File: config.mk
export PLATFORM = sky130hd
export DESIGN_NAME = timeout_periodic_timer_table_core
export DESIGN_NICKNAME = d
export VERILOG_FILES = /design/src/rtl/tpt_pkg.sv /design/src/rtl/timeout_periodic_timer_table_core.sv
export SDC_FILE = /design/constraint.sdc
export NUM_CORES = 2
export LEC_CHECK = 0
export ABC_AREA = 1
export BUFFER_PORTS_ARGS = -buffer_cell sky130_fd_sc_hd__buf_2
export CAP_MARGIN = 0
export CORE_ASPECT_RATIO = 1.75
export CORE_UTILIZATION = 60
export CTS_CLUSTER_SIZE = 25
export DETAILED_ROUTE_END_ITERATION = 12
export PLACE_DENSITY = 0.83
export SYNTH_ARGS = -nofsm -noshare
export SYNTH_HDL_FRONTEND = slang
export SYNTH_SLANG_ARGS = --single-unit
export TNS_END_PERCENT = 10
File: constraint.sdc
create_clock -name clk -period 19.8 [get_ports clk]
set_input_delay 0.99 -clock clk [delete_from_list [all_inputs] [get_ports clk]]
set_output_delay 0.99 -clock clk [all_outputs]
set_load 0.02 [all_outputs]
File: src/rtl/tpt_pkg.sv
// ----------------------------------------------------------------------------
// tpt_pkg: shared types and constants for the timer slot table
// Beat layouts, mode and status codes, sequencer states.
// ----------------------------------------------------------------------------
package tpt_pkg;

  localparam int NUM_SLOTS   = 16;
  localparam int TIME_BITS   = 32;
  localparam int MAX_RESULTS = 16;

  localparam int DUE_W  = TIME_BITS + 1;
  localparam int IDX_W  = (NUM_SLOTS > 1) ? $clog2(NUM_SLOTS) : 1;
  localparam int CNT_W  = $clog2(MAX_RESULTS + 1);

  // item modes
  localparam logic [2:0] MODE_ADD_TMO  = 3'd0;
  localparam logic [2:0] MODE_ADD_PER  = 3'd1;
  localparam logic [2:0] MODE_CANCEL   = 3'd2;
  localparam logic [2:0] MODE_POLL     = 3'd3;
  localparam logic [2:0] MODE_NEXT_DUE = 3'd4;

  // result status
  localparam logic [2:0] STAT_OK       = 3'd0;
  localparam logic [2:0] STAT_FULL     = 3'd1;
  localparam logic [2:0] STAT_ZERO_PER = 3'd2;
  localparam logic [2:0] STAT_NONE     = 3'd3;
  localparam logic [2:0] STAT_UNUSED   = 3'd4;

  typedef struct packed {
    logic [2:0]           mode;
    logic [TIME_BITS-1:0] now_seconds;
    logic [30:0]          interval;
    logic [3:0]           slot;
    logic [15:0]          tag;
  } in_beat_t;

  typedef struct packed {
    logic [2:0]  status;
    logic [3:0]  result_slot;
    logic [15:0] result_tag;
    logic        fired;
    logic        timer_kind;
    logic [32:0] due_time;
    logic        last;
  } out_beat_t;

  typedef enum logic [2:0] {
    ST_IDLE,
    ST_ADD,
    ST_CANCEL,
    ST_POLL,
    ST_NEXT,
    ST_FLUSH
  } state_t;

endpackage

File: src/rtl/timeout_periodic_timer_table_core.sv
// ----------------------------------------------------------------------------
// timeout_periodic_timer_table_core: timer slot table with scan sequencer
// Holds one-shot and periodic timers; add, cancel, poll and next-due items.
// ----------------------------------------------------------------------------
// Usage:
//  - in_*: one item per beat (mode, now, interval, slot, tag). in_ready is
//    high only while the sequencer is idle; one item is worked at a time.
//  - out_*: result beats, valid/ready. Poll gives one beat per fired timer
//    (up to 16, slot order) or a single "nothing due" beat; every other
//    mode gives one beat; unknown modes give none. last marks the final one.
//  - Sequencing: a sequencer walks the slots with one index, one adder and one
//    comparator. Add scans to the first free slot, cancel reads only the
//    given slot, poll and next-due scan all 16 slots. An item is accepted in
//    the idle state, and the final beat is handed to the output register
//    from the flush state.
//  - A poll holds one fired result back until it knows whether another
//    follows, so it can set last; a stalled receiver stalls the scan.
//  - Reset (rst_n low, synchronous) clears all used flags, the sequencer
//    and the output valid flag. Other slot fields are written by add.
// ----------------------------------------------------------------------------
module timeout_periodic_timer_table_core
  import tpt_pkg::*;
(
  input  logic      clk,
  input  logic      rst_n,
  input  logic      in_valid,
  output logic      in_ready,
  input  in_beat_t  in_data,
  output logic      out_valid,
  input  logic      out_ready,
  output out_beat_t out_data
);

  localparam logic [IDX_W-1:0] LAST_IDX = IDX_W'(NUM_SLOTS - 1);

  // slot storage
  logic                 use_r [NUM_SLOTS];
  logic                 kind_r [NUM_SLOTS];
  logic [DUE_W-1:0]     due_r [NUM_SLOTS];
  logic [30:0]          per_r [NUM_SLOTS];
  logic [15:0]          tag_r [NUM_SLOTS];

  // sequencer
  state_t               state_r, state_nxt;
  logic [IDX_W-1:0]     idx_r, idx_nxt;
  logic [CNT_W-1:0]     cnt_r, cnt_nxt;
  logic [TIME_BITS-1:0] now_r, now_nxt;
  logic [30:0]          ival_r, ival_nxt;
  logic [15:0]          itag_r, itag_nxt;
  logic                 iper_r, iper_nxt;

  // held result and next-due best candidate
  out_beat_t            pend_r, pend_nxt;
  logic                 pend_v_r, pend_v_nxt;
  logic                 best_v_r, best_v_nxt;
  logic [IDX_W-1:0]     best_idx_r, best_idx_nxt;
  logic [DUE_W-1:0]     best_due_r, best_due_nxt;
  logic [15:0]          best_tag_r, best_tag_nxt;
  logic                 best_kind_r, best_kind_nxt;

  // output register
  out_beat_t            out_r, out_nxt;
  logic                 out_v_r, out_v_nxt;
  logic                 out_free;

  // slot write strobes
  logic                 add_wr, use_clr, due_wr;

  // shared datapath
  logic                 rd_use, rd_kind;
  logic [DUE_W-1:0]     rd_due;
  logic [30:0]          rd_per;
  logic [15:0]          rd_tag;
  logic [30:0]          add_b;
  logic [DUE_W-1:0]     sum;
  logic [DUE_W-1:0]     cmp_a, cmp_b;
  logic                 cmp_lt;
  logic                 hit, take, scan_end;

  function automatic out_beat_t mk_res(input logic [2:0] st, input logic [3:0] sl,
                                       input logic [15:0] tg, input logic fi,
                                       input logic kd, input logic [32:0] du,
                                       input logic la);
    out_beat_t r;
    r.status      = st;
    r.result_slot = sl;
    r.result_tag  = tg;
    r.fired       = fi;
    r.timer_kind  = kd;
    r.due_time    = du;
    r.last        = la;
    return r;
  endfunction

  assign rd_use  = use_r[idx_r];
  assign rd_kind = kind_r[idx_r];
  assign rd_due  = due_r[idx_r];
  assign rd_per  = per_r[idx_r];
  assign rd_tag  = tag_r[idx_r];

  // one adder: now + interval on add, now + period on reschedule
  assign add_b = (state_r == ST_ADD) ? ival_r : rd_per;
  assign sum   = DUE_W'(now_r) + DUE_W'(add_b);

  // one comparator: now < due on poll, due < best on next-due
  assign cmp_a  = (state_r == ST_POLL) ? DUE_W'(now_r) : rd_due;
  assign cmp_b  = (state_r == ST_POLL) ? rd_due : best_due_r;
  assign cmp_lt = cmp_a < cmp_b;

  assign hit      = rd_use && !cmp_lt;
  assign take     = rd_use && (!best_v_r || cmp_lt);
  assign scan_end = (idx_r == LAST_IDX);

  assign out_free  = !out_v_r || out_ready;
  assign in_ready  = (state_r == ST_IDLE);
  assign out_valid = out_v_r;
  assign out_data  = out_r;

  always_comb begin
    state_nxt     = state_r;
    idx_nxt       = idx_r;
    cnt_nxt       = cnt_r;
    now_nxt       = now_r;
    ival_nxt      = ival_r;
    itag_nxt      = itag_r;
    iper_nxt      = iper_r;
    pend_nxt      = pend_r;
    pend_v_nxt    = pend_v_r;
    best_v_nxt    = best_v_r;
    best_idx_nxt  = best_idx_r;
    best_due_nxt  = best_due_r;
    best_tag_nxt  = best_tag_r;
    best_kind_nxt = best_kind_r;
    out_nxt       = out_r;
    out_v_nxt     = out_ready ? 1'b0 : out_v_r;
    add_wr        = 1'b0;
    use_clr       = 1'b0;
    due_wr        = 1'b0;

    unique case (state_r)
      ST_IDLE: begin
        if (in_valid) begin
          now_nxt    = in_data.now_seconds;
          ival_nxt   = in_data.interval;
          itag_nxt   = in_data.tag;
          iper_nxt   = (in_data.mode == MODE_ADD_PER);
          idx_nxt    = '0;
          cnt_nxt    = '0;
          pend_v_nxt = 1'b0;
          best_v_nxt = 1'b0;
          unique case (in_data.mode) inside
            MODE_ADD_TMO, MODE_ADD_PER: begin
              if (in_data.mode == MODE_ADD_PER && in_data.interval == '0) begin
                pend_nxt  = mk_res(STAT_ZERO_PER, '0, '0, 1'b0, 1'b0, '0, 1'b1);
                state_nxt = ST_FLUSH;
              end else begin
                state_nxt = ST_ADD;
              end
            end
            MODE_CANCEL: begin
              if (32'(in_data.slot) < 32'(NUM_SLOTS)) begin
                idx_nxt   = IDX_W'(in_data.slot);
                state_nxt = ST_CANCEL;
              end else begin
                pend_nxt  = mk_res(STAT_UNUSED, in_data.slot, '0, 1'b0, 1'b0, '0, 1'b1);
                state_nxt = ST_FLUSH;
              end
            end
            MODE_POLL:     state_nxt = ST_POLL;
            MODE_NEXT_DUE: state_nxt = ST_NEXT;
            default:       state_nxt = ST_IDLE;  // unknown mode: dropped
          endcase
        end
      end

      ST_ADD: begin
        if (!rd_use) begin
          add_wr    = 1'b1;
          pend_nxt  = mk_res(STAT_OK, 4'(idx_r), itag_r, 1'b0, iper_r, 33'(sum), 1'b1);
          state_nxt = ST_FLUSH;
        end else if (scan_end) begin
          pend_nxt  = mk_res(STAT_FULL, '0, '0, 1'b0, 1'b0, '0, 1'b1);
          state_nxt = ST_FLUSH;
        end else begin
          idx_nxt = idx_r + 1'b1;
        end
      end

      ST_CANCEL: begin
        if (rd_use) begin
          use_clr  = 1'b1;
          pend_nxt = mk_res(STAT_OK, 4'(idx_r), rd_tag, 1'b0, rd_kind, 33'(rd_due), 1'b1);
        end else begin
          pend_nxt = mk_res(STAT_UNUSED, 4'(idx_r), '0, 1'b0, 1'b0, '0, 1'b1);
        end
        state_nxt = ST_FLUSH;
      end

      ST_POLL: begin
        if (hit) begin
          // held fire result goes out only once the next one is known
          if (!pend_v_r || out_free) begin
            if (pend_v_r) begin
              out_nxt   = pend_r;
              out_v_nxt = 1'b1;
            end
            if (rd_kind) due_wr = 1'b1;
            else         use_clr = 1'b1;
            cnt_nxt    = cnt_r + 1'b1;
            pend_v_nxt = 1'b1;
            pend_nxt   = mk_res(STAT_OK, 4'(idx_r), rd_tag, 1'b1, rd_kind, 33'(rd_due),
                                scan_end || (cnt_r == CNT_W'(MAX_RESULTS - 1)));
            if (scan_end || (cnt_r == CNT_W'(MAX_RESULTS - 1))) state_nxt = ST_FLUSH;
            else                                                 idx_nxt = idx_r + 1'b1;
          end
        end else if (scan_end) begin
          if (pend_v_r) pend_nxt.last = 1'b1;
          else pend_nxt = mk_res(STAT_NONE, '0, '0, 1'b0, 1'b0, '0, 1'b1);
          state_nxt = ST_FLUSH;
        end else begin
          idx_nxt = idx_r + 1'b1;
        end
      end

      ST_NEXT: begin
        if (take) begin
          best_v_nxt    = 1'b1;
          best_idx_nxt  = idx_r;
          best_due_nxt  = rd_due;
          best_tag_nxt  = rd_tag;
          best_kind_nxt = rd_kind;
        end
        if (scan_end) begin
          if (take)
            pend_nxt = mk_res(STAT_OK, 4'(idx_r), rd_tag, 1'b0, rd_kind, 33'(rd_due), 1'b1);
          else if (best_v_r)
            pend_nxt = mk_res(STAT_OK, 4'(best_idx_r), best_tag_r, 1'b0, best_kind_r,
                              33'(best_due_r), 1'b1);
          else
            pend_nxt = mk_res(STAT_NONE, '0, '0, 1'b0, 1'b0, '0, 1'b1);
          state_nxt = ST_FLUSH;
        end else begin
          idx_nxt = idx_r + 1'b1;
        end
      end

      ST_FLUSH: begin
        if (out_free) begin
          out_nxt    = pend_r;
          out_v_nxt  = 1'b1;
          pend_v_nxt = 1'b0;
          state_nxt  = ST_IDLE;
        end
      end

      default: state_nxt = ST_IDLE;
    endcase
  end

  // control state
  always_ff @(posedge clk) begin
    if (!rst_n) begin
      state_r  <= ST_IDLE;
      out_v_r  <= 1'b0;
      pend_v_r <= 1'b0;
      best_v_r <= 1'b0;
    end else begin
      state_r  <= state_nxt;
      out_v_r  <= out_v_nxt;
      pend_v_r <= pend_v_nxt;
      best_v_r <= best_v_nxt;
    end
  end

  // datapath registers
  always_ff @(posedge clk) begin
    idx_r       <= idx_nxt;
    cnt_r       <= cnt_nxt;
    now_r       <= now_nxt;
    ival_r      <= ival_nxt;
    itag_r      <= itag_nxt;
    iper_r      <= iper_nxt;
    pend_r      <= pend_nxt;
    best_idx_r  <= best_idx_nxt;
    best_due_r  <= best_due_nxt;
    best_tag_r  <= best_tag_nxt;
    best_kind_r <= best_kind_nxt;
    out_r       <= out_nxt;
  end

  // used flags: cleared at reset
  always_ff @(posedge clk) begin
    if (!rst_n) begin
      for (int i = 0; i < NUM_SLOTS; i++) use_r[i] <= 1'b0;
    end else if (add_wr) begin
      use_r[idx_r] <= 1'b1;
    end else if (use_clr) begin
      use_r[idx_r] <= 1'b0;
    end
  end

  // slot fields: written by add, due rewritten on periodic fire
  always_ff @(posedge clk) begin
    if (add_wr) begin
      kind_r[idx_r] <= iper_r;
      per_r[idx_r]  <= ival_r;
      tag_r[idx_r]  <= itag_r;
    end
    if (add_wr || due_wr) begin
      due_r[idx_r] <= sum;
    end
  end

endmodule
After elaboration in Yosys (flattened, before gate mapping)
Memories as Yosys holds them, arrays and structs flattened. A register that Yosys moved wholly into a read port is not among the register bits. Index checks and enable logic that the tools add are counted. W data, S select, Z words.

Register bits after elaboration: 267. RAM bits: 1312. Bits of input ports: 90. Bits in read-only memories: 0. Output and inout bits: 61. Memories: 5. Logic and storage cells: 186. Bits in latches: 0.

Memory list: due_r (words 16, bits a word 33, rd ports 1, clocked after memory_dff 1, write ports 1, line timeout_periodic_timer_table_core.sv:39) `logic [DUE_W-1:0] due_r [NUM_SLOTS];`; per_r (words 16, bits a word 31, rd ports 1, clocked after memory_dff 1, write ports 1, line timeout_periodic_timer_table_core.sv:40) `logic [30:0] per_r [NUM_SLOTS];`; tag_r (words 16, bits a word 16, rd ports 1, clocked after memory_dff 1, write ports 1, line timeout_periodic_timer_table_core.sv:41) `logic [15:0] tag_r [NUM_SLOTS];`; kind_r (words 16, bits a word 1, rd ports 1, clocked after memory_dff 1, write ports 1, line timeout_periodic_timer_table_core.sv:38) `logic kind_r [NUM_SLOTS];`; use_r (words 16, bits a word 1, rd ports 1, clocked after memory_dff 1, write ports 16, line timeout_periodic_timer_table_core.sv:37) `logic use_r [NUM_SLOTS];`.

Reduce and logical (&&, ||, !) cells: 33. $add $sub $neg: 3. Multipliers: 0. Magnitude comparators: 1. Shift-type cells: 0. Div/mod/pow operators: 0. Equal/unequal tests: 27. Multiplexer cells: 88. Bitwise operators: 1.

Operators by type and width (count): $mux W59 (14); $pmux W59 S5 (1); $mux W58 (3); $pmux W59 S2 (1); $mux W33 (2); $mux W4 (13); $mux W1 (34); $add A32 B31 Y33 (1); $lt A33 B33 Y1 (1); $logic_not A31 Y1 (1); $mux W31 (1); $mux W3 (8); $pmux W3 S6 (1); $pmux W4 S4 (1); $mux W5 (3); $reduce_and A5 Y1 (3); $ne A2 B2 Y1 const B (7); $eq A3 B2 Y1 const B (4); $ne A3 B3 Y1 const B (4); $pmux W3 S4 (1); $pmux W5 S2 (1); $eq A3 B3 Y1 const B (3); $reduce_and A9 Y1 (1); $reduce_and A4 Y1 (2); 23 further kinds (42).

Longest topological paths before layout
Depth after elaboration: 14. Gate-level depth with buffers: 33. Gate-level depth less buffers: 26.

Worst setup path after synthesis
No wires, ideal clock.

Path kind: reg-to-reg. Start point: reg with a tool-made name. End point: reg out_r, in the netlist out_data[0], enable pin. Arrival time: 7.180 ns. Slack: 12.071 ns. Setup time: 0.549 ns. Path buffers: 6. Stages on the path, launching flop included: 28. Data required time: 19.251 ns. Period minus slack after synthesis: 7.729 ns. Path through: dfxtp_1 > buf_6 > inv_4 > buf_6 > buf_6 > buf_6 > buf_6 > buf_2 > nor2_1 > o221ai_1 > nand3_1 > nand2_1 > inv_1 > nor2_1 > a21oi_1 > ha_1 > nand2_1 > inv_1 > nand3_1 > nor2_1 > nand4_1 > nor2_1 > nand3_2 > nand2_4 > nand2_2 > o21ai_0 > inv_1 > nor3_1.

RTL lines: end signal, assigned (line timeout_periodic_timer_table_core.sv:288) `out_r <= out_nxt;`; end, declared (line timeout_periodic_timer_table_core.sv:62) `out_beat_t out_r, out_nxt;`.

==> flow_summary_export.csv <==
group,metric,value,unit
final_layout,final_layout_size_suffix_gt1_share,9.59,%
setup_path,critPathMaxStageDelay,850,ps
cts,postCtsSetupBuffers,0,
yosys,ys_ff_latch,1583,
floorplan,die_area,110000,µm²
global_routing,antenna_found_initial,5,
sta,hold_viol,0,
setup_path,cp_top_family,"buffers and inverters",
power_and_ir_drop,p_clk_share,20.5,%
cts,cts_resized,0,
power_and_ir_drop,p_int,7.78,mW
floorplan,core,107000,µm²
cts,cts_tree,"yes",
power_and_ir_drop,peakVddDrop,0.172,mV
yosys,synth_nets,5264,
power_and_ir_drop,power.static_leakage,23.8,nW
floorplan,fp.dieW,251,µm
yosys,synth_edf_count,1557,
sta,min_period,7640,ps
routing,routed_via_density,6.82,
placed_design,numPortBuffers,150,
yosys,synth_cell_types,53,
power_and_ir_drop,p_comb_share,37.7,%
power_and_ir_drop,power_frac_seq,41.8,%
placed_design,hpwl,102,mm
floorplan,ios,151,
cts,h-tree-depth,4,
setup_path,worst_ep_arrival_time,8060,ps
final_layout,fin_nets,5307,
setup_path,cp-start-kind,"flip-flop",
global_routing,groute.usage.overall,33.3,%
run_status,status,"completed",
final_layout,fin_area,71400,µm²
floorplan,initial_core_util,60.7,%
final_layout,fin_util,66.4,%
yosys,syn_area_per_cell,12.8,µm²
sta,tns,0,ps
setup_path,cp_slowest_cell,"buf_4",
cts,hold_buffers,0,
setup_path,path_class,"flip-flop to flip-flop",
routing,routedWlPerCell,27.8,µm
floorplan,num_rows,159,
power_and_ir_drop,power_density,183,nW/µm²
sta,tightest_slew,1390,ps
final_layout,multi_input_area,15900,µm²
yosys,ys_seq_area_share,72.5,%
sta,skew,26.4,ps
sta,finalMaxSlewViolations,0,
sta,slew_headroom,6.76,%
power_and_ir_drop,p_sw,5.24,mW
worst_hold_path,min_path_cells,1,
sta,maxClockFrequency,0.131,GHz
yosys,asyncSetResetFlopFracSynth,0,%
cts,clockBufferDepth,3,
routing,routed_wl,184,mm
cts,insertion_delay,790,ps
sta,finalSetupViolCount,0,
cts,numCtsBuffers,135,
yosys,syn_inst,5104,
setup_path,r2r_cells,22,
floorplan,die_height,438,µm
job,max-cap-violations,0,
yosys,syn_area,65200,µm²
cts,cts.sinks,1583,
sta,fin_crit_sh,38.6,%
worst_hold_path,hp-class,"input port to flip-flop",
setup_path,path_buf_inv,6,
placed_design,gp_congestion,0.959,
setup_path,end_kind,"flip-flop",
routing,drc_errors,0,
setup_path,crit_chain,"buf_4 > inv_16 > buf_4 > o21ai_0 > o221ai_1 > nand3_1 > nand2_1 > inv_2 > nand2_1 > o21ai_1 > ha_1 > nand2_1 > nor2_1 > nand4_1 > nor2_1 > nand3_2 > nand2_4 > nand2_2 > o21ai_0 > inv_1 > nor3_2 > buf_4",
final_layout,seq_area,47300,µm²
final_layout,fill_cells,7142,
cts,clk_pin_slew,70,ps
setup_path,cp_max_fo,234,
setup_path,cp_data_required_time,20210,ps
global_routing,grt_pass1_wl,268,mm
global_routing,grt_overflow_total,0,
placed_design,dpl_cell_area,67000,µm²
routing,antenna_left,0,
setup_path,cp_num_cells,22,
global_routing,grt_pass1_vias,43800,
cts,root_buffer,"clkbuf_16",
routing,dr.pass1.iters,9,
global_routing,grt_max_degree,235,
final_layout,area_growth,9.47,%
yosys,yosysWarnings,0,
routing,drt_iter0_drc,7000,
yosys,synth_flop_cell,"edfxtp_1",
power_and_ir_drop,p_sw_share,40.3,%
sta,rsz0062_at_grt,"no",
routing,vias,45100,
## state kept, by name (all words and copies together) (netlist names), 5 cells and up, named ones only
signal and cells:
ival_r 31, best_tag_r 16, cnt_r 5, out_data 59
use_r 16, now_r 32, per_r 496, tag_r 256
itag_r 16, due_r 528, best_due_r 33, pend_r 59
kind_r 16
## cell usage after synthesis, types with 3 or more instances
library cell	number	area share, %
a21boi_0	3	0.035
a21o_1	6	0.069
a21oi_1	66	0.51
a22oi_1	9	0.10
a31oi_1	40	0.38
and2_1	6	0.058
buf_1	15	0.086
buf_2	79	0.61
buf_4	29	0.33
buf_6	23	0.40
clkbuf_1	176	1.0
clkbuf_2	5	0.038
dfxtp_1	26	0.80
edfxtp_1	1557	72
ha_1	69	1.3
inv_1	159	0.92
inv_2	18	0.10
nand2_1	444	2.6
nand2_2	9	0.086
nand2_4	3	0.052
nand3_1	225	1.7
nand3b_1	5	0.058
nand4_1	64	0.61
nor2_1	838	4.8
nor2_2	11	0.11
nor3_1	12	0.092
nor4_1	11	0.11
o211ai_1	50	0.58
o211ai_2	4	0.077
o21a_1	3	0.035
o21ai_0	695	5.3
o21ai_1	75	0.58
o21bai_1	4	0.046
o221ai_1	243	3.3
o22ai_1	77	0.74
xnor2_1	8	0.11
xor2_1	17	0.23
## cell type report
cell class | instances | area share [%]
tap | 1368 | 2.40
timing repair buffer | 233 | 2.00
clock inverter | 64 | 1.17
multi-input combinational | 3015 | 22.2
clock buffer | 173 | 4.95
sequential | 1583 | 66.3
antenna | 5 | 0.0175
inverter | 179 | 0.982
## path summary, 6_finish.rpt
path | start | end | slack [ps]
max | flip-flop | out_data[44]$_DFFE_PP_ | 12160
min | in_data[73] | now_r[22]$_DFFE_PP_ | 370
max reg2reg | flip-flop | out_data[44]$_DFFE_PP_ | 12160
min reg2reg | pend_r[56]$_DFFE_PP_ | out_data[56]$_DFFE_PP_ | 420
## placed cells by master (no fill, tap or decap), drive strengths merged, types with 2 or more instances in the layout
master,Yosys,final
inv,178,186
nand3b,5,5
nand2,456,456
a21oi,67,67
nand4,64,64
a22oi,9,9
buf,146,233
a221oi,2,2
xor2,17,17
xnor2,8,8
o211ai,54,54
a31oi,40,40
nor4,11,11
nor2,851,851
o21bai,4,4
nor3,12,12
or2,2,2
o21a,3,3
clkinv,1,41
o22ai,77,77
bufinv,0,15
a21boi,3,3
edfxtp,1557,1557
o221ai,244,244
ha,69,69
diode,0,5
o21ai,770,770
clkbuf,181,173
dfxtp,26,26
a21o,6,6
nand3,228,228
and2,8,8
## metrics by stage
stage / instances / hold slack [ps] / setup WS [ps] / power (mW)
after detailed placement: 6378 / 405 / 12500 / 10.2
after global routing: 6617 / 347 / 11840 / 13.5
after global placement: 6378 / 401 / 12730 / 10.0
after CTS: 6615 / 330 / 12470 / 12.8
after floorplan: 5104 / 400 / 12070 / 8.41
final: 6620 / 370 / 12160 / 13.0
## per-layer routing
layer,up-vias,GRT usage [%],wire (µm)
li1,19100,-,-
met1,21600,39.8,59100
met2,3591,54.1,88700
met3,885,6.52,21700
met4,6,24.1,14700
met5,-,0,69
## power groups by stage
stage	combinational [mW]	sequential, mW	clock, mW
after floorplan	3.03	5.38	0
after global placement	4.53	5.49	0
after detailed placement	4.69	5.50	0
after CTS	4.73	5.44	2.67
after global routing	5.20	5.47	2.79
final	4.91	5.45	2.66
## logic make-up (layout without fill, tap and decap cells)
kind of cell    after synthesis  after routing  synth area share, %
simple gates               1638           1638                 10.4
flops                      1583           1583                 72.5
compound gates             1282           1282                 11.9
buf+inv                     506            649                 3.51
fa+ha+maj                    70             70                 1.35
xor+xnor                     25             25                0.336
other cells                   0              5                    0
(Power assumes the default switching activity.)
